## src/rtl/bbd_pkg.sv

```systemverilog
// Shared types, constants and helper functions for the binary to blanked
// decimal digit converter. No dependencies.
`default_nettype none

package bbd_pkg;

  // Field widths fixed by the interface
  localparam int unsigned VALUE_W = 27;
  localparam int unsigned POS_W   = 4;
  localparam int unsigned CODE_W  = 4;

  // Conversion step counter covers one step per input bit
  localparam int unsigned CNT_W = $clog2(VALUE_W);

  // Code written to a position above the most significant digit
  localparam logic [CODE_W-1:0] BLANK_CODE = 4'd15;

  // Decimal digit threshold and correction for the shift-and-add-3 step
  localparam logic [CODE_W-1:0] DIGIT_ADJ_MIN = 4'd5;
  localparam logic [CODE_W-1:0] DIGIT_ADJ     = 4'd3;

  // Queue between front and back
  localparam int unsigned QUEUE_DEPTH = 2;
  localparam int unsigned QPTR_W      = $clog2(QUEUE_DEPTH);
  localparam int unsigned QCNT_W      = $clog2(QUEUE_DEPTH + 1);

  typedef logic [VALUE_W-1:0] value_t;

  // One queue slot transfer: valid flag plus the saturated value
  typedef struct packed {
    logic   valid;
    value_t value;
  } q_item_t;

  // Largest value that fits in count decimal digits (elaboration only)
  function automatic value_t value_limit(input int unsigned count);
    logic [31:0] lim;
    lim = 32'd1;
    for (int unsigned i = 0; i < count; i++) begin
      lim = lim * 32'd10;
    end
    return value_t'(lim - 32'd1);
  endfunction

endpackage

`default_nettype wire

```

## src/rtl/bbd_front.sv

```systemverilog
// Front stage: accepts input items, saturates them to the displayable range
// and pushes them into the queue. Depends on bbd_pkg.
`default_nettype none

module bbd_front #(
  parameter int unsigned DIGIT_COUNT = 8
) (
  input  wire                  clk_i,
  input  wire                  rst_ni,
  input  wire                  s_valid_i,
  output logic                 s_ready_o,
  input  wire bbd_pkg::value_t value_i,
  output bbd_pkg::q_item_t     push_o,
  input  wire                  push_ready_i
);

  localparam bbd_pkg::value_t LIMIT = bbd_pkg::value_limit(DIGIT_COUNT);

  logic            valid_q, valid_d;
  bbd_pkg::value_t value_q, value_d;

  // Accept when the holding register is free or drains this cycle
  assign s_ready_o = !valid_q || push_ready_i;

  // Clamp oversized values to all nines
  always_comb begin
    valid_d = valid_q;
    value_d = value_q;
    if (push_ready_i) begin
      valid_d = 1'b0;
    end
    if (s_valid_i && s_ready_o) begin
      valid_d = 1'b1;
      value_d = (value_i > LIMIT) ? LIMIT : value_i;
    end
  end

  always_ff @(posedge clk_i or negedge rst_ni) begin
    if (!rst_ni) begin
      valid_q <= 1'b0;
    end else begin
      valid_q <= valid_d;
    end
  end

  always_ff @(posedge clk_i) begin
    value_q <= value_d;
  end

  assign push_o.valid = valid_q;
  assign push_o.value = value_q;

endmodule

`default_nettype wire

```

## src/rtl/bbd_queue.sv

```systemverilog
// Short FIFO that decouples the front stage from the conversion back end.
// Depends on bbd_pkg.
`default_nettype none

module bbd_queue (
  input  wire              clk_i,
  input  wire              rst_ni,
  input  wire bbd_pkg::q_item_t wr_i,
  output logic             wr_ready_o,
  output bbd_pkg::q_item_t rd_o,
  input  wire              rd_pop_i
);

  bbd_pkg::value_t                   mem_q [bbd_pkg::QUEUE_DEPTH];
  logic [bbd_pkg::QPTR_W-1:0]        wr_ptr_q, rd_ptr_q;
  logic [bbd_pkg::QCNT_W-1:0]        count_q;
  logic                              push, pop;

  assign wr_ready_o = (count_q != bbd_pkg::QCNT_W'(bbd_pkg::QUEUE_DEPTH));
  assign push       = wr_i.valid && wr_ready_o;
  assign pop        = rd_pop_i && (count_q != '0);

  assign rd_o.valid = (count_q != '0);
  assign rd_o.value = mem_q[rd_ptr_q];

  // Advance pointers and fill count
  always_ff @(posedge clk_i or negedge rst_ni) begin
    if (!rst_ni) begin
      wr_ptr_q <= '0;
      rd_ptr_q <= '0;
      count_q  <= '0;
    end else begin
      if (push) begin
        wr_ptr_q <= (wr_ptr_q == bbd_pkg::QPTR_W'(bbd_pkg::QUEUE_DEPTH - 1)) ?
                    '0 : wr_ptr_q + 1'b1;
      end
      if (pop) begin
        rd_ptr_q <= (rd_ptr_q == bbd_pkg::QPTR_W'(bbd_pkg::QUEUE_DEPTH - 1)) ?
                    '0 : rd_ptr_q + 1'b1;
      end
      if (push && !pop) begin
        count_q <= count_q + 1'b1;
      end else if (pop && !push) begin
        count_q <= count_q - 1'b1;
      end
    end
  end

  // Store pushed values
  always_ff @(posedge clk_i) begin
    if (push) begin
      mem_q[wr_ptr_q] <= wr_i.value;
    end
  end

endmodule

`default_nettype wire

```

## src/rtl/bbd_back.sv

```systemverilog
// Back end: converts one queued value to BCD by shift-and-add-3, one bit a
// cycle, then emits one digit write per position. Depends on bbd_pkg.
`default_nettype none

module bbd_back #(
  parameter int unsigned DIGIT_COUNT = 8
) (
  input  wire                                clk_i,
  input  wire                                rst_ni,
  input  wire bbd_pkg::q_item_t              rd_i,
  output logic                               pop_o,
  output logic                               out_valid_o,
  input  wire                                out_ready_i,
  output logic [bbd_pkg::POS_W-1:0]          out_pos_o,
  output logic [bbd_pkg::CODE_W-1:0]         out_code_o,
  output logic                               out_last_o
);

  localparam int unsigned BCD_W = bbd_pkg::CODE_W * DIGIT_COUNT;
  localparam logic [bbd_pkg::POS_W-1:0] LAST_POS = bbd_pkg::POS_W'(DIGIT_COUNT);
  localparam logic [bbd_pkg::CNT_W-1:0] LAST_STEP = bbd_pkg::CNT_W'(bbd_pkg::VALUE_W - 1);

  typedef enum logic [2:0] {
    ST_IDLE = 3'b001,
    ST_CONV = 3'b010,
    ST_EMIT = 3'b100
  } state_e;

  state_e                        state_q, state_d;
  bbd_pkg::value_t               bin_q, bin_d;
  logic [BCD_W-1:0]              bcd_q, bcd_d, bcd_adj;
  logic [bbd_pkg::CNT_W-1:0]     cnt_q, cnt_d;
  logic [bbd_pkg::POS_W-1:0]     pos_q, pos_d;
  logic                          out_valid_q, out_valid_d;
  logic [bbd_pkg::POS_W-1:0]     out_pos_q, out_pos_d;
  logic [bbd_pkg::CODE_W-1:0]    out_code_q, out_code_d;
  logic                          out_last_q, out_last_d;

  // Add 3 to every BCD digit of 5 or more before the shift
  always_comb begin
    for (int unsigned i = 0; i < DIGIT_COUNT; i++) begin
      if (bcd_q[i*bbd_pkg::CODE_W +: bbd_pkg::CODE_W] >= bbd_pkg::DIGIT_ADJ_MIN) begin
        bcd_adj[i*bbd_pkg::CODE_W +: bbd_pkg::CODE_W] =
          bcd_q[i*bbd_pkg::CODE_W +: bbd_pkg::CODE_W] + bbd_pkg::DIGIT_ADJ;
      end else begin
        bcd_adj[i*bbd_pkg::CODE_W +: bbd_pkg::CODE_W] =
          bcd_q[i*bbd_pkg::CODE_W +: bbd_pkg::CODE_W];
      end
    end
  end

  assign pop_o = (state_q == ST_IDLE) && rd_i.valid;

  // Sequence load, conversion steps and digit writes
  always_comb begin
    state_d     = state_q;
    bin_d       = bin_q;
    bcd_d       = bcd_q;
    cnt_d       = cnt_q;
    pos_d       = pos_q;
    out_valid_d = out_valid_q;
    out_pos_d   = out_pos_q;
    out_code_d  = out_code_q;
    out_last_d  = out_last_q;

    if (out_ready_i) begin
      out_valid_d = 1'b0;
    end

    unique case (state_q)
      ST_IDLE: begin
        if (rd_i.valid) begin
          bin_d   = rd_i.value;
          bcd_d   = '0;
          cnt_d   = '0;
          pos_d   = bbd_pkg::POS_W'(1);
          state_d = ST_CONV;
        end
      end
      ST_CONV: begin
        bcd_d = {bcd_adj[BCD_W-2:0], bin_q[bbd_pkg::VALUE_W-1]};
        bin_d = {bin_q[bbd_pkg::VALUE_W-2:0], 1'b0};
        cnt_d = cnt_q + 1'b1;
        if (cnt_q == LAST_STEP) begin
          state_d = ST_EMIT;
        end
      end
      ST_EMIT: begin
        if (!out_valid_q || out_ready_i) begin
          out_valid_d = 1'b1;
          out_pos_d   = pos_q;
          // Blank once no significant digit remains
          out_code_d  = (bcd_q != '0) ? bcd_q[bbd_pkg::CODE_W-1:0] : bbd_pkg::BLANK_CODE;
          out_last_d  = (pos_q == LAST_POS);
          bcd_d       = bcd_q >> bbd_pkg::CODE_W;
          pos_d       = pos_q + 1'b1;
          if (pos_q == LAST_POS) begin
            state_d = ST_IDLE;
          end
        end
      end
      default: begin
        state_d = ST_IDLE;
      end
    endcase
  end

  always_ff @(posedge clk_i or negedge rst_ni) begin
    if (!rst_ni) begin
      state_q     <= ST_IDLE;
      out_valid_q <= 1'b0;
      cnt_q       <= '0;
      pos_q       <= '0;
    end else begin
      state_q     <= state_d;
      out_valid_q <= out_valid_d;
      cnt_q       <= cnt_d;
      pos_q       <= pos_d;
    end
  end

  always_ff @(posedge clk_i) begin
    bin_q      <= bin_d;
    bcd_q      <= bcd_d;
    out_pos_q  <= out_pos_d;
    out_code_q <= out_code_d;
    out_last_q <= out_last_d;
  end

  assign out_valid_o = out_valid_q;
  assign out_pos_o   = out_pos_q;
  assign out_code_o  = out_code_q;
  assign out_last_o  = out_last_q;

endmodule

`default_nettype wire

```

## src/rtl/binary_to_blanked_decimal_digits_core.sv

```systemverilog
// An accepted value passes the front holding register and the queue; the back
// end then converts it by bit-serial shift-and-add-3 (27 steps) and writes
// positions 1..DIGIT_COUNT, on consecutive cycles while m_axis_tready is high.
// The back end takes a new value only after its last digit write is issued.
// A two-entry queue lets new values be taken while a conversion runs.
// Reset: asynchronous, active low; clears all handshake and sequencer state.
`default_nettype none

module binary_to_blanked_decimal_digits_core #(
  parameter int unsigned DIGIT_COUNT = 8
) (
  input  wire         clk_i,
  input  wire         rst_ni,
  input  wire         s_axis_tvalid,
  output logic        s_axis_tready,
  input  wire  [31:0] s_axis_tdata,   // [26:0] value, [31:27] zero
  output logic        m_axis_tvalid,
  input  wire         m_axis_tready,
  output logic [7:0]  m_axis_tdata,   // [3:0] digit_position, [7:4] digit_code
  output logic        m_axis_tlast    // last
);

  bbd_pkg::q_item_t             push, rd;
  logic                         push_ready, pop;
  logic [bbd_pkg::POS_W-1:0]    out_pos;
  logic [bbd_pkg::CODE_W-1:0]   out_code;

  bbd_front #(
    .DIGIT_COUNT(DIGIT_COUNT)
  ) u_front (
    .clk_i       (clk_i),
    .rst_ni      (rst_ni),
    .s_valid_i   (s_axis_tvalid),
    .s_ready_o   (s_axis_tready),
    .value_i     (s_axis_tdata[bbd_pkg::VALUE_W-1:0]),
    .push_o      (push),
    .push_ready_i(push_ready)
  );

  bbd_queue u_queue (
    .clk_i     (clk_i),
    .rst_ni    (rst_ni),
    .wr_i      (push),
    .wr_ready_o(push_ready),
    .rd_o      (rd),
    .rd_pop_i  (pop)
  );

  bbd_back #(
    .DIGIT_COUNT(DIGIT_COUNT)
  ) u_back (
    .clk_i      (clk_i),
    .rst_ni     (rst_ni),
    .rd_i       (rd),
    .pop_o      (pop),
    .out_valid_o(m_axis_tvalid),
    .out_ready_i(m_axis_tready),
    .out_pos_o  (out_pos),
    .out_code_o (out_code),
    .out_last_o (m_axis_tlast)
  );

  assign m_axis_tdata = {out_code, out_pos};

endmodule

`default_nettype wire

```

## config.mk

```make
export PLATFORM = sky130hd
export DESIGN_NAME = binary_to_blanked_decimal_digits_core
export DESIGN_NICKNAME = d
export VERILOG_FILES = /design/src/rtl/bbd_pkg.sv /design/src/rtl/bbd_front.sv /design/src/rtl/bbd_queue.sv /design/src/rtl/bbd_back.sv /design/src/rtl/binary_to_blanked_decimal_digits_core.sv
export SDC_FILE = /design/constraint.sdc
export NUM_CORES = 1
export LEC_CHECK = 0
export BUFFER_PORTS_ARGS = -buffer_cell sky130_fd_sc_hd__buf_2
export CAP_MARGIN = 40
export CORE_MARGIN = 3
export CORE_UTILIZATION = 25
export CTS_CLUSTER_DIAMETER = 80
export CTS_CLUSTER_SIZE = 40
export DETAILED_ROUTE_END_ITERATION = 8
export PLACE_DENSITY_LB_ADDON = 0.12
export SLEW_MARGIN = 20
export SYNTH_ARGS = -nofsm -noshare
export SYNTH_HDL_FRONTEND = slang
export SYNTH_SLANG_ARGS = --single-unit
export TNS_END_PERCENT = 30
```

## constraint.sdc

```tcl
create_clock -name clk_i -period 2.5 [get_ports clk_i]
set_input_delay 0.25 -clock clk_i [delete_from_list [all_inputs] [get_ports clk_i]]
set_output_delay 0.25 -clock clk_i [all_outputs]
set_load 0.005 [all_outputs]
```

* Word level (Yosys, flattened, before mapping) *
Memory sizes are Yosys's and may differ from the RTL's.
Index checks and enable logic that the tools add are counted.

storage, ports and cells
  memories = 1
  bits in writable memories = 54
  output and inout port bits = 11
  register bits after elaboration = 113
  logic and storage cells = 106
  bits of input ports = 36

memory list
  memory         words  bits a word  read ports  clocked after memory_dff  wr ports  line             text
  u_queue.mem_q  2      27           1           0                         1         bbd_queue.sv:14  bbd_pkg::value_t mem_q [bbd_pkg::QUEUE_DEPTH];

operators by class
  add/subtract/negate cells = 14
  $lt $le $gt $ge = 9
  reductions and logical operators = 24
  multiplexer cells = 34
  equal/unequal tests = 10

operators with widths
  cell                                                                                 count
  32-bit one-hot mux with 3 select lines                                               1
  32-bit 2-to-1 mux                                                                    2
  27-bit one-hot mux with 2 select lines                                               1
  4-bit 2-to-1 mux                                                                     9
  4-bit by 3-bit greater-or-equal comparator with 1-bit output, second input constant  8
  32-bit nonzero test                                                                  1
  4-bit by 2-bit adder with 4-bit output, second input constant                        7
  27-bit > comparator, second input constant                                           1
  27-bit 2-to-1 mux                                                                    1
  3-bit 2-to-1 mux                                                                     5
  5-bit one-hot mux with 2 select lines                                                1
  2-bit nonzero test                                                                   5
  1-bit 2-to-1 mux                                                                     9
  3-bit one-hot mux with 3 select lines                                                1
  2-bit by 1-bit != test with 1-bit output, second input constant                      4
  4-bit one-hot mux with 2 select lines                                                1
  1-bit logical AND                                                                    6
  3-bit AND reduction                                                                  2
  5-bit by 1-bit adder with 5-bit output, second input constant                        1
  5-bit == test, second input constant                                                 1
  5-bit 2-to-1 mux                                                                     1
  4-bit by 1-bit adder with 4-bit output, second input constant                        1
  4-bit == test, second input constant                                                 1
  1-bit logical NOT                                                                    4
  13 further kinds                                                                     17

* Logic depth before layout (Yosys ltp) *
Gate-level depths: netlist of the first run.

  depth in word-level cells = 6
  mapped depth = 7
  mapped depth without buffers = 7

* Modules after synthesis *
From an unflattened synthesis of the first run, not the netlist that was laid out.

second synthesis, totals
  cell total of the unflattened synthesis = 581
  area total of the unflattened synthesis = 7723.7 µm²

by module, submodules not included
  module     area an instance (µm²)  seq. area each (µm²)  cells each  instances
  bbd_back   4311.6                  2368.5                404         1
  bbd_queue  2242.2                  1721.7                102         1
  bbd_front  1169.9                  835.8                 75          1

* Worst setup path before layout of the first run *
Ideal clock, no wire load.

  path type = reg2reg
  start = register u_back.state_q[2]
  end = register u_back.bcd_q[0], enable pin
  arrival = 1.933 ns
  buffers on the path = 3
  setup slack = 0.173 ns
  cell stages (with the launch flop) = 6
  library setup time = 0.394 ns
  path through = dfrtp_1 -> buf_2 -> or3b_1 -> buf_6 -> buf_2 -> nand3_1

between the ends
  cells in the longest elaborated chain, start to end = 3
  elaborated cells on any way between the ends = 7

RTL lines
  element                                                                                                 line             text
  start, declared                                                                                         bbd_back.sv:29   state_e state_q, state_d;
  start signal, assigned                                                                                  bbd_back.sv:115  state_q <= state_d;
  3-bit by 1-bit == test with 1-bit output, or another cell as far along                                  bbd_back.sv:70   unique case (state_q)
  2-bit by 1-bit != test with 1-bit output (no source line) / 3-bit nonzero test (equally long branches)  n/a
  3-bit AND reduction (no source line) (*)                                                                n/a
  end signal, assigned                                                                                    bbd_back.sv:124  bcd_q <= bcd_d;
  end, declared                                                                                           bbd_back.sv:31   logic [BCD_W-1:0] bcd_q, bcd_d, bcd_adj;

Every way passes the cells marked *; elsewhere a longest branch is shown, timed or not.
A chain may end at the register's enable or synchronous reset.

* Worst setup path in the final report of the first run *
  start = register u_back.bcd_q[16]
  end = register u_back.out_code_q, in the netlist u_back.out_code_o[0], data pin

between the ends
  cells in the longest elaborated chain, start to end = 1

RTL lines
  element               line             text
  32-bit nonzero test   bbd_back.sv:93   out_code_d = (bcd_q != '0) ? bcd_q[bbd_pkg::CODE_W-1:0] : bbd_pkg::BLANK_CODE;
  end signal, assigned  bbd_back.sv:126  out_code_q <= out_code_d;
  end, declared         bbd_back.sv:36   logic [bbd_pkg::CODE_W-1:0] out_code_q, out_code_d;

No other way between the ends.

==> impl_table.tex, run 1 <==
\begin{tabular}{lr}
\hline
Metric & Value \\
\hline
\multicolumn{2}{l}{\textbf{Place}} \\
DPL Wire Length & 9.02 mm \\
Placement-stage worst setup slack & 508 ps \\
Final estimated routing congestion in global placement & 0.725 \\
\# port buffers & 41 \\
\multicolumn{2}{l}{\textbf{Run status}} \\
Result of the run & completed \\
\multicolumn{2}{l}{\textbf{Run}} \\
Max Cap Violations & 0 \\
\multicolumn{2}{l}{\textbf{Synth}} \\
Proportion of synthesized chip area in sequential cells & 0.661 \\
Count of state elements after synthesis & 167 \\
Average cell area after synthesis & 13.6 um2 \\
Count of warnings emitted by yosys & 0 \\
Cell count after synthesis & 546 \\
Synthesized Nets & 611 \\
Area of the mapped netlist & 7450 um2 \\
Asr flop ratio synth & 0.108 \\
Post-synth cell types & 45 \\
Dominant synthesized flop cell & sky130\_fd\_sc\_hd\_\_edfxtp\_1 \\
Post-synth EDFFs & 149 \\
\multicolumn{2}{l}{\textbf{Power and ir drop}} \\
Comb power frac & 0.302 \\
Switching Fraction & 0.349 \\
Reported leakage power & 3.21 nW \\
Net Sw Power & 3.82 mW \\
Relative contribution of sequential cells to total power & 0.459 \\
Maximum VDD drop & 565 uV \\
Total power per unit cell area & 1250 nW/um2 \\
Internal Power & 7.12 mW \\
Overall power & 10.9 mW \\
Part of the total power dissipated in the clock network & 0.239 \\
\multicolumn{2}{l}{\textbf{Timing}} \\
Worst-case clock skew & 8.62 ps \\
Total count of max-transition violations in the final report & 0 \\
Unrepaired setup endpoints after global routing & no \\
Minimum hold slack & 24.8 ps \\
Setup tns final & 0 ps \\
Worst-margin pin slew & 892 ps \\
Final hold vios & 0 \\
Worst setup margin & 487 ps \\
Max Fclk & 0.497 GHz \\
Final setup fails & 0 \\
Worst slew margin & 0.405 \\
Final period util & 0.805 \\
Final critical delay including setup and external delays & 2010 ps \\
\multicolumn{2}{l}{\textbf{Clock network}} \\
Clock net sink count & 167 \\
Clock tree from TritonCTS & yes \\
Post-CTS setup buffer count & 0 \\
Clock network latency to the later pin of the worst-skew pair & 420 ps \\
Hold buffers post-CTS & 1 \\
Clock slew at reported path FFs & 70 ps \\
Cts repair resizes & 0 \\
Number of buffers added by the clock tree synthesis step & 17 \\
Cell chosen for the clock root & sky130\_fd\_sc\_hd\_\_clkbuf\_16 \\
Longest Clk Path Bufs & 2 \\
Number of H-tree branching levels & 4 \\
\multicolumn{2}{l}{\textbf{Worst setup path}} \\
Slowest cell delay on critical path & 420 ps \\
Required time reported for the critical path endpoint & 2800 ps \\
Maximum fanout along the worst path & 4 \\
Arrival time reported for the critical path endpoint & 2310 ps \\
Series of cell instances along the critical path & inv\_1, ha\_1, nor4b\_1, nand4\_1, nor4\_2, or2\_2 \\
Slowest CP cell & sky130\_fd\_sc\_hd\_\_nor4\_2 \\
Startpoint type of the worst setup path & flop \\
Critical path capture point type & flop \\
WS Path Type & reg2reg \\
\multicolumn{2}{l}{\textbf{Floorplan}} \\
Total core area & 29000 um2 \\
Effective utilization at floorplan & 0.257 \\
Cell Rows & 62 \\
Io pins & 47 \\
Die boundary width & 179 um \\
Total die area & 31900 um2 \\
Floorplan die height & 179 um \\
\multicolumn{2}{l}{\textbf{Global routing}} \\
Combined global-route utilization of all metal layers & 0.0940 \\
Pin count of the biggest net entering global routing & 65 \\
First-pass GRT wire length & 23.2 mm \\
Initial antenna violation count & 0 \\
Overflow after GRT & 0 \\
Number of global-route vias before repair & 4368 \\
\multicolumn{2}{l}{\textbf{Layout}} \\
Total number of nets in the final design & 661 \\
Post-synthesis to final-layout area growth & 17.6\% \\
Total inserted antenna cells & 0 \\
Ratio of cells with drive above 1 in the final layout & 0.156 \\
Final core occ & 0.302 \\
\multicolumn{2}{l}{\textbf{Detailed routing}} \\
Total detailed-routing wirelength & 14.1 mm \\
Detailed-routing iteration count for the pre-antenna-repair pass & 4 \\
DRC violations left & 0 \\
Average wire per standard cell & 14.2 um \\
Total via count after detailed routing & 4229 \\
Antenna viol nets, final & 0 \\
Detailed Route Iter0 Violations & 226 \\
Detail-routed via count per cell & 4.26 \\
\multicolumn{2}{l}{\textbf{Min path}} \\
Class of the worst hold path & in2reg \\
\hline
\end{tabular}
## worst max-delay path: cells and delay by family, from the launching register on
| family | cells | cell delay (ps) |
|---|---|---|
| buffers and inverters | 1 | 180 |
| adder cells (fa/ha/maj) | 1 | 190 |
| flip-flops | 1 | 410 |
| AND/OR/NAND/NOR | 4 | 1120 |
## state kept, by name, summed over array words and instances, names as in the netlist
register and flops:
u_queue.count_q 2, u_back.bin_q 27, u_queue.wr_ptr_q 1, u_back.cnt_q 5, u_back.out_code_o 4, u_front.value_q 27, u_back.out_last_o 1, u_queue.rd_ptr_q 1
u_back.out_valid_o 1, u_back.bcd_q 32, u_front.valid_q 1, u_queue.mem_q 54, u_back.state_q 3, u_back.out_pos_o 4, u_back.pos_q 4
## cell usage after synthesis (2+ instances only)
| library cell | number | share of area |
|---|---|---|
| sky130_fd_sc_hd__edfxtp_1 | 149 | 0.60 |
| sky130_fd_sc_hd__nand2_1 | 54 | 0.027 |
| sky130_fd_sc_hd__o21ai_0 | 49 | 0.033 |
| sky130_fd_sc_hd__mux2i_1 | 36 | 0.048 |
| sky130_fd_sc_hd__ha_1 | 29 | 0.049 |
| sky130_fd_sc_hd__nand2b_1 | 24 | 0.020 |
| sky130_fd_sc_hd__a21oi_1 | 21 | 0.014 |
| sky130_fd_sc_hd__inv_1 | 21 | 0.011 |
| sky130_fd_sc_hd__dfrtp_1 | 17 | 0.057 |
| sky130_fd_sc_hd__o22ai_1 | 13 | 0.011 |
| sky130_fd_sc_hd__buf_2 | 12 | 0.0081 |
| sky130_fd_sc_hd__nor2_1 | 11 | 0.0055 |
| sky130_fd_sc_hd__nor3b_1 | 11 | 0.011 |
| sky130_fd_sc_hd__xnor2_1 | 11 | 0.013 |
| sky130_fd_sc_hd__nand3b_1 | 10 | 0.010 |
| sky130_fd_sc_hd__xor2_1 | 9 | 0.011 |
| sky130_fd_sc_hd__a22o_1 | 8 | 0.0094 |
| sky130_fd_sc_hd__and2_1 | 5 | 0.0042 |
| sky130_fd_sc_hd__nand3_1 | 5 | 0.0034 |
| sky130_fd_sc_hd__nand4_1 | 5 | 0.0042 |
| sky130_fd_sc_hd__and3_1 | 4 | 0.0034 |
| sky130_fd_sc_hd__clkbuf_1 | 4 | 0.0020 |
| sky130_fd_sc_hd__nor3_1 | 4 | 0.0027 |
| sky130_fd_sc_hd__or2_2 | 4 | 0.0034 |
| sky130_fd_sc_hd__nand4b_1 | 3 | 0.0035 |
| sky130_fd_sc_hd__nor2b_1 | 3 | 0.0025 |
| sky130_fd_sc_hd__buf_6 | 2 | 0.0030 |
| sky130_fd_sc_hd__nor4_1 | 2 | 0.0017 |
| sky130_fd_sc_hd__nor4b_1 | 2 | 0.0024 |
| sky130_fd_sc_hd__o31ai_1 | 2 | 0.0020 |
| sky130_fd_sc_hd__o32ai_1 | 2 | 0.0024 |
## per-stage QoR
step	cells	area [um2]
6_report	993	8760
5_1_grt	993	8760
4_1_cts	993	8760
3_5_place_dp	960	8140
3_3_place_gp	960	8140
2_1_floorplan	546	7450
## worst paths after layout
check	endpoint	start	depth (start not counted)	slack (ps)
hold / removal	u_front.valid_q$_DFFE_PN0P_	s_axis_tvalid	2	20
setup / recovery	u_back.out_code_o[0]$_SDFFCE_PN1P_	u_back.bcd_q[16]$_DFFE_PP_	6	490
hold reg to reg	u_queue.mem_q[0][18]$_DFFE_PP_	u_front.value_q[18]$_SDFFCE_PN1P_	0	440
min in group asynchronous	u_back.pos_q[3]$_DFFE_PN0P_	rst_ni	2	310
setup reg to reg	u_back.out_code_o[0]$_SDFFCE_PN1P_	u_back.bcd_q[16]$_DFFE_PP_	6	490
max in group asynchronous	u_back.state_q[0]$_DFFE_PN1P_	rst_ni	2	1860
## layer usage
| metal | GRT usage | wire [um] | up-vias |
|---|---|---|---|
| li1 | - | - | 2112 |
| met1 | 0.123 | 6850 | 2039 |
| met2 | 0.151 | 6640 | 66 |
| met3 | 0.0253 | 453 | 12 |
| met4 | 0.0305 | 169 | 0 |
| met5 | 0 | 0 | - |
## cells by family (layout without fill, tap and decap cells)
logic type               count (synthesis)  in the layout  synth area share
buffers and inverters                   42            105            0.0267
adder cells (fa/ha/maj)                 29             29            0.0487
XOR/XNOR                                20             20            0.0235
AO/OA/AOI/OAI                           98             98            0.0766
AND/OR/NAND/NOR                        154            154             0.115
multiplexers                            36             36            0.0484
flip-flops                             167            167             0.661
## cells in the final DEF (no fill, tap or decap), types with 2 or more instances in the layout
| cell type | netlist | routed |
|---|---|---|
| sky130_fd_sc_hd__ha_1 | 29 | 29 |
| sky130_fd_sc_hd__o32ai_1 | 2 | 2 |
| sky130_fd_sc_hd__clkbuf_16 | 0 | 17 |
| sky130_fd_sc_hd__nor4b_1 | 2 | 2 |
| sky130_fd_sc_hd__nor2_1 | 11 | 10 |
| sky130_fd_sc_hd__nor3b_2 | 1 | 2 |
| sky130_fd_sc_hd__nand4_1 | 5 | 5 |
| sky130_fd_sc_hd__buf_2 | 12 | 41 |
| sky130_fd_sc_hd__nor4_1 | 2 | 2 |
| sky130_fd_sc_hd__nor2b_1 | 3 | 3 |
| sky130_fd_sc_hd__and2_1 | 5 | 5 |
| sky130_fd_sc_hd__inv_1 | 21 | 21 |
| sky130_fd_sc_hd__or2_2 | 4 | 4 |
| sky130_fd_sc_hd__clkinv_4 | 0 | 2 |
| sky130_fd_sc_hd__nor3b_1 | 11 | 10 |
| sky130_fd_sc_hd__nand3_1 | 5 | 5 |
| sky130_fd_sc_hd__nand3b_1 | 10 | 10 |
| sky130_fd_sc_hd__nand2_1 | 54 | 54 |
| sky130_fd_sc_hd__buf_12 | 0 | 4 |
| sky130_fd_sc_hd__a22o_1 | 8 | 8 |
| sky130_fd_sc_hd__edfxtp_1 | 149 | 149 |
| sky130_fd_sc_hd__nand2b_1 | 24 | 24 |
| sky130_fd_sc_hd__inv_8 | 0 | 3 |
| sky130_fd_sc_hd__mux2i_1 | 36 | 36 |
| sky130_fd_sc_hd__nand4b_1 | 3 | 3 |
| sky130_fd_sc_hd__clkinv_8 | 0 | 5 |
| sky130_fd_sc_hd__buf_4 | 0 | 5 |
| sky130_fd_sc_hd__xor2_1 | 9 | 9 |
| sky130_fd_sc_hd__xnor2_1 | 11 | 11 |
| sky130_fd_sc_hd__o31ai_1 | 2 | 2 |
| sky130_fd_sc_hd__dfrtp_1 | 17 | 17 |
| sky130_fd_sc_hd__nor3_1 | 4 | 4 |
| sky130_fd_sc_hd__a21oi_1 | 21 | 21 |
| sky130_fd_sc_hd__inv_6 | 0 | 3 |
| sky130_fd_sc_hd__and3_1 | 4 | 4 |
| sky130_fd_sc_hd__o22ai_1 | 13 | 13 |
| sky130_fd_sc_hd__o21ai_0 | 49 | 49 |
## power groups by stage
stage	registers, mW	logic (mW)	clock network (mW)
2_1_floorplan	4.91	2.46	0
3_3_place_gp	5.07	3.34	0
3_5_place_dp	5.09	3.38	0
4_1_cts	5.04	3.40	2.72
5_1_grt	5.16	3.77	2.84
6_report	5.03	3.30	2.62
## area by class of cell
type / count / area (um2)
fillers: 2931 / 20300
flip-flops and latches: 167 / 4930
multi-input cells: 337 / 2330
well taps: 384 / 480
clock buffers: 17 / 425
repair buffers: 51 / 333
clock inverters: 15 / 180
inverters: 22 / 82.6
(Power assumes the default switching activity.)
==> run 2: changes to the inputs <==
Settings changed: ABC_AREA set to 1.
Clock period 2.5 ns to 1.7 ns, I/O delays scaled along.
==> run 2 against run 1 <==
Compared with the run above:
- clock-buffer cell count did not move
- area after synthesis rose by 1.6%
- first-iteration DRC count rose by 48%
- register-to-register slack got worse by 420 ps
- fmax rose by 24%
- clock power rose by 46%
- worst setup slack got worse by 420 ps
- final area rose by 7.0%
- critical path type unchanged
- highest routed layer unchanged
==> impl_table.tex, run 2 <==
\begin{tabular}{lr}
\hline
Metric & Value \\
\hline
\multicolumn{2}{l}{\textbf{Power and ir drop}} \\
Overall power & 17.0 mW \\
Reported leakage power & 3.76 nW \\
Maximum VDD drop & 714 uV \\
Total power per unit cell area & 1820 nW/um2 \\
\multicolumn{2}{l}{\textbf{Place}} \\
Number of cells in the design after placement & 1128 \\
Final estimated routing congestion in global placement & 0.737 \\
DPL Wire Length & 10.6 mm \\
\# port buffers & 41 \\
Placement-stage worst setup slack & -24.4 ps \\
Area after DPL & 8620 um2 \\
\multicolumn{2}{l}{\textbf{Floorplan}} \\
Floorplan die height & 180 um \\
Effective utilization at floorplan & 0.255 \\
Io pins & 47 \\
Die boundary width & 180 um \\
Cell Rows & 63 \\
Total die area & 32400 um2 \\
Total core area & 29700 um2 \\
\multicolumn{2}{l}{\textbf{Detailed routing}} \\
Met2 Wirelength & 7.63 mm \\
Wire length on met1 & 7.87 mm \\
Detail-routed via count per cell & 4.28 \\
Total via count after detailed routing & 5012 \\
DRC violations left & 0 \\
Antenna viol nets, final & 0 \\
Uppermost routed layer & met4 \\
Detailed-routed wire length on met3 & 564 um \\
Average wire per standard cell & 13.9 um \\
Detailed Route Iter0 Violations & 334 \\
Detailed-routing iteration count for the pre-antenna-repair pass & 4 \\
Total detailed-routing wirelength & 16.3 mm \\
\multicolumn{2}{l}{\textbf{Timing}} \\
Total count of max-transition violations in the final report & 0 \\
Worst-margin pin slew & 590 ps \\
Worst setup margin & 70.7 ps \\
Final hold vios & 0 \\
Max Fclk & 0.614 GHz \\
Setup tns final & 0 ps \\
Final period util & 0.958 \\
Final critical delay including setup and external delays & 1630 ps \\
Unrepaired setup endpoints after global routing & yes \\
Worst-case clock skew & 11.8 ps \\
Worst slew margin & 0.606 \\
Final setup fails & 0 \\
\multicolumn{2}{l}{\textbf{Run}} \\
Max Cap Violations & 0 \\
\multicolumn{2}{l}{\textbf{Synth}} \\
Asr flop ratio synth & 0.108 \\
Post-synth EDFFs & 149 \\
Leading area contributor after synthesis & sky130\_fd\_sc\_hd\_\_edfxtp\_1 \\
Area share of the largest cell type after synthesis & 0.591 \\
Top cell types by occurrence after synthesis & sky130\_fd\_sc\_hd\_\_edfxtp\_1, sky130\_fd\_sc\_hd\_\_nand2\_1, sky130\_fd\_sc\_hd\_\_inv\_1, sky130\_fd\_sc\_hd\_\_o21ai\_0, sky130\_fd\_sc\_hd\_\_nor2\_1 \\
Count leader, synth & sky130\_fd\_sc\_hd\_\_edfxtp\_1 \\
Synthesized Nets & 742 \\
Cell count after synthesis & 677 \\
Count of warnings emitted by yosys & 0 \\
Dominant synthesized flop cell & sky130\_fd\_sc\_hd\_\_edfxtp\_1 \\
Proportion of synthesized chip area in sequential cells & 0.651 \\
Average cell area after synthesis & 11.2 um2 \\
Post-synth cell types & 37 \\
Area of the mapped netlist & 7570 um2 \\
Count of state elements after synthesis & 167 \\
Dominant cells by area after synthesis & sky130\_fd\_sc\_hd\_\_edfxtp\_1, sky130\_fd\_sc\_hd\_\_nand2\_1, sky130\_fd\_sc\_hd\_\_dfrtp\_1, sky130\_fd\_sc\_hd\_\_ha\_1, sky130\_fd\_sc\_hd\_\_inv\_1 \\
\multicolumn{2}{l}{\textbf{Min path}} \\
Number of cells traversed by the worst hold path & 3 \\
Class of the worst hold path & in2reg \\
\multicolumn{2}{l}{\textbf{Clock network}} \\
Clock slew at reported path FFs & 80 ps \\
Longest Clk Path Bufs & 2 \\
Clock network latency to the later pin of the worst-skew pair & 440 ps \\
Number of H-tree branching levels & 4 \\
Clock net sink count & 167 \\
Post-CTS setup buffer count & 0 \\
Number of buffers added by the clock tree synthesis step & 17 \\
Cell chosen for the clock root & sky130\_fd\_sc\_hd\_\_clkbuf\_16 \\
Clock tree from TritonCTS & yes \\
\multicolumn{2}{l}{\textbf{Global routing}} \\
Pin count of the biggest net entering global routing & 36 \\
First-pass GRT wire length & 26.7 mm \\
Initial antenna violation count & 0 \\
Number of global-route vias before repair & 5125 \\
Combined global-route utilization of all metal layers & 0.103 \\
Overflow after GRT & 0 \\
\multicolumn{2}{l}{\textbf{Layout}} \\
Highest-count cells in the layout ignoring fill and taps & sky130\_fd\_sc\_hd\_\_edfxtp\_1, sky130\_fd\_sc\_hd\_\_nand2\_1, sky130\_fd\_sc\_hd\_\_inv\_1 \\
Non-filler cells, final & 1171 \\
Ratio of cells with drive above 1 in the final layout & 0.210 \\
Number of flip-flops under the largest register name & 54 \\
Area of all placed cells without fillers & 9370 um2 \\
Total inserted antenna cells & 0 \\
Register containing the most flip-flops in the final layout & u\_queue.mem\_q \\
Post-synthesis to final-layout area growth & 23.8\% \\
Total number of nets in the final design & 833 \\
Most frequent standard cell in the layout excluding fill and tap cells & sky130\_fd\_sc\_hd\_\_edfxtp\_1 \\
Regs by FF count & u\_queue.mem\_q (54), u\_back.bcd\_q (32) \\
\multicolumn{2}{l}{\textbf{Worst setup path}} \\
Series of cell instances along the critical path & buf\_4, nor2\_2, nand2\_2, o22ai\_4, a31oi\_4, buf\_12 \\
Slowest cell delay on critical path & 530 ps \\
WS Path Type & reg2reg \\
Arrival time reported for the critical path endpoint & 1760 ps \\
Maximum fanout along the worst path & 32 \\
Total buffers and inverters traversed by the critical path & 2 \\
Required time reported for the critical path endpoint & 1830 ps \\
Critical path capture point type & flop \\
CP delay by family, top & flip-flops \\
Startpoint type of the worst setup path & flop \\
Slowest CP cell & sky130\_fd\_sc\_hd\_\_dfstp\_2 \\
Worst path depth & 6 \\
Depth of the worst register-to-register path & 6 \\
R2R Setup Slk & 70 ps \\
\multicolumn{2}{l}{\textbf{Run status}} \\
Result of the run & completed \\
\hline
\end{tabular}
run 2: changes by cell type in the layout (fill, tap and decap cells not counted), sizes merged, moves of 14 or more:
cell / before / now
a21oi: 21 / 35
a31oi: 0 / 28
inv: 29 / 92
nand2b: 24 / 0
nand2: 54 / 134
mux2i: 36 / 0
nor2: 11 / 58
buf: 50 / 80
nand3: 5 / 19
run 2: kinds of logic (layout without fill, tap and decap cells):
| group | count (synthesis) | after routing | share of synthesized area |
|---|---|---|---|
| AO/OA/AOI/OAI | 139 | 139 | 0.100 |
| XOR/XNOR | 11 | 11 | 0.0127 |
| adder cells (fa/ha/maj) | 29 | 29 | 0.0479 |
| buffers and inverters | 105 | 209 | 0.0559 |
| flip-flops | 167 | 167 | 0.651 |
| AND/OR/NAND/NOR | 226 | 226 | 0.133 |
run 2: worst paths after layout:
path	start	end
setup / recovery	u_back.state_q[0]$_DFFE_PN1P_	u_back.bcd_q[18]$_DFFE_PP_
max in group asynchronous	rst_ni	u_back.state_q[0]$_DFFE_PN1P_
min in group asynchronous	rst_ni	u_queue.rd_ptr_q$_DFFE_PN0P_
setup reg to reg	u_back.state_q[0]$_DFFE_PN1P_	u_back.bcd_q[18]$_DFFE_PP_
hold reg to reg	u_front.value_q[23]$_SDFFCE_PN1P_	u_queue.mem_q[0][23]$_DFFE_PP_
hold / removal	s_axis_tdata[21]	u_front.value_q[21]$_SDFFCE_PN1P_
run 2: worst min-delay path, delay by kind of cell:
kind / cells / cell delay [ps]
buffers and inverters: 2 / 140
AND/OR/NAND/NOR: 1 / 50
run 2: where the power goes:
part	total [mW]	internal, mW	switching (mW)	leakage, nW
clock	3.82	1.96	1.85	0.274
combinational	5.94	2.19	3.75	1.84
sequential	7.26	6.63	0.634	1.64
run 2: final cells by class:
| class | count | area, um2 |
|---|---|---|
| clock buffer | 17 | 425 |
| clock inverter | 15 | 161 |
| timing repair buffer | 91 | 733 |
| tap | 390 | 488 |
| multi-input combinational | 405 | 2320 |
| sequential | 167 | 4930 |
| fill | 3014 | 20300 |
| inverter | 86 | 323 |
run 2: repair_timing:
| item | CTS | global route |
|---|---|---|
| pin swaps | 0 | 3 |
| resized for setup | 1 | 27 |
| endpoints found under the hold margin | 27 | 0 |
| hold buffers | 11 | 0 |
| setup endpoints to repair | 1 | 46 |
run 2: metal layers:
metal,vias up,global-route usage
li1,2515,-
met1,2398,0.137
met2,82,0.163
met3,17,0.0285
met4,0,0.0378
met5,-,0
run 2: per-stage QoR:
step	utilization	hold slack, ps
global route	0.315	9.31
CTS	0.314	2.30
global placement	0.290	138
finish	0.315	23.0
detailed placement	0.290	157
floorplan	-	-126
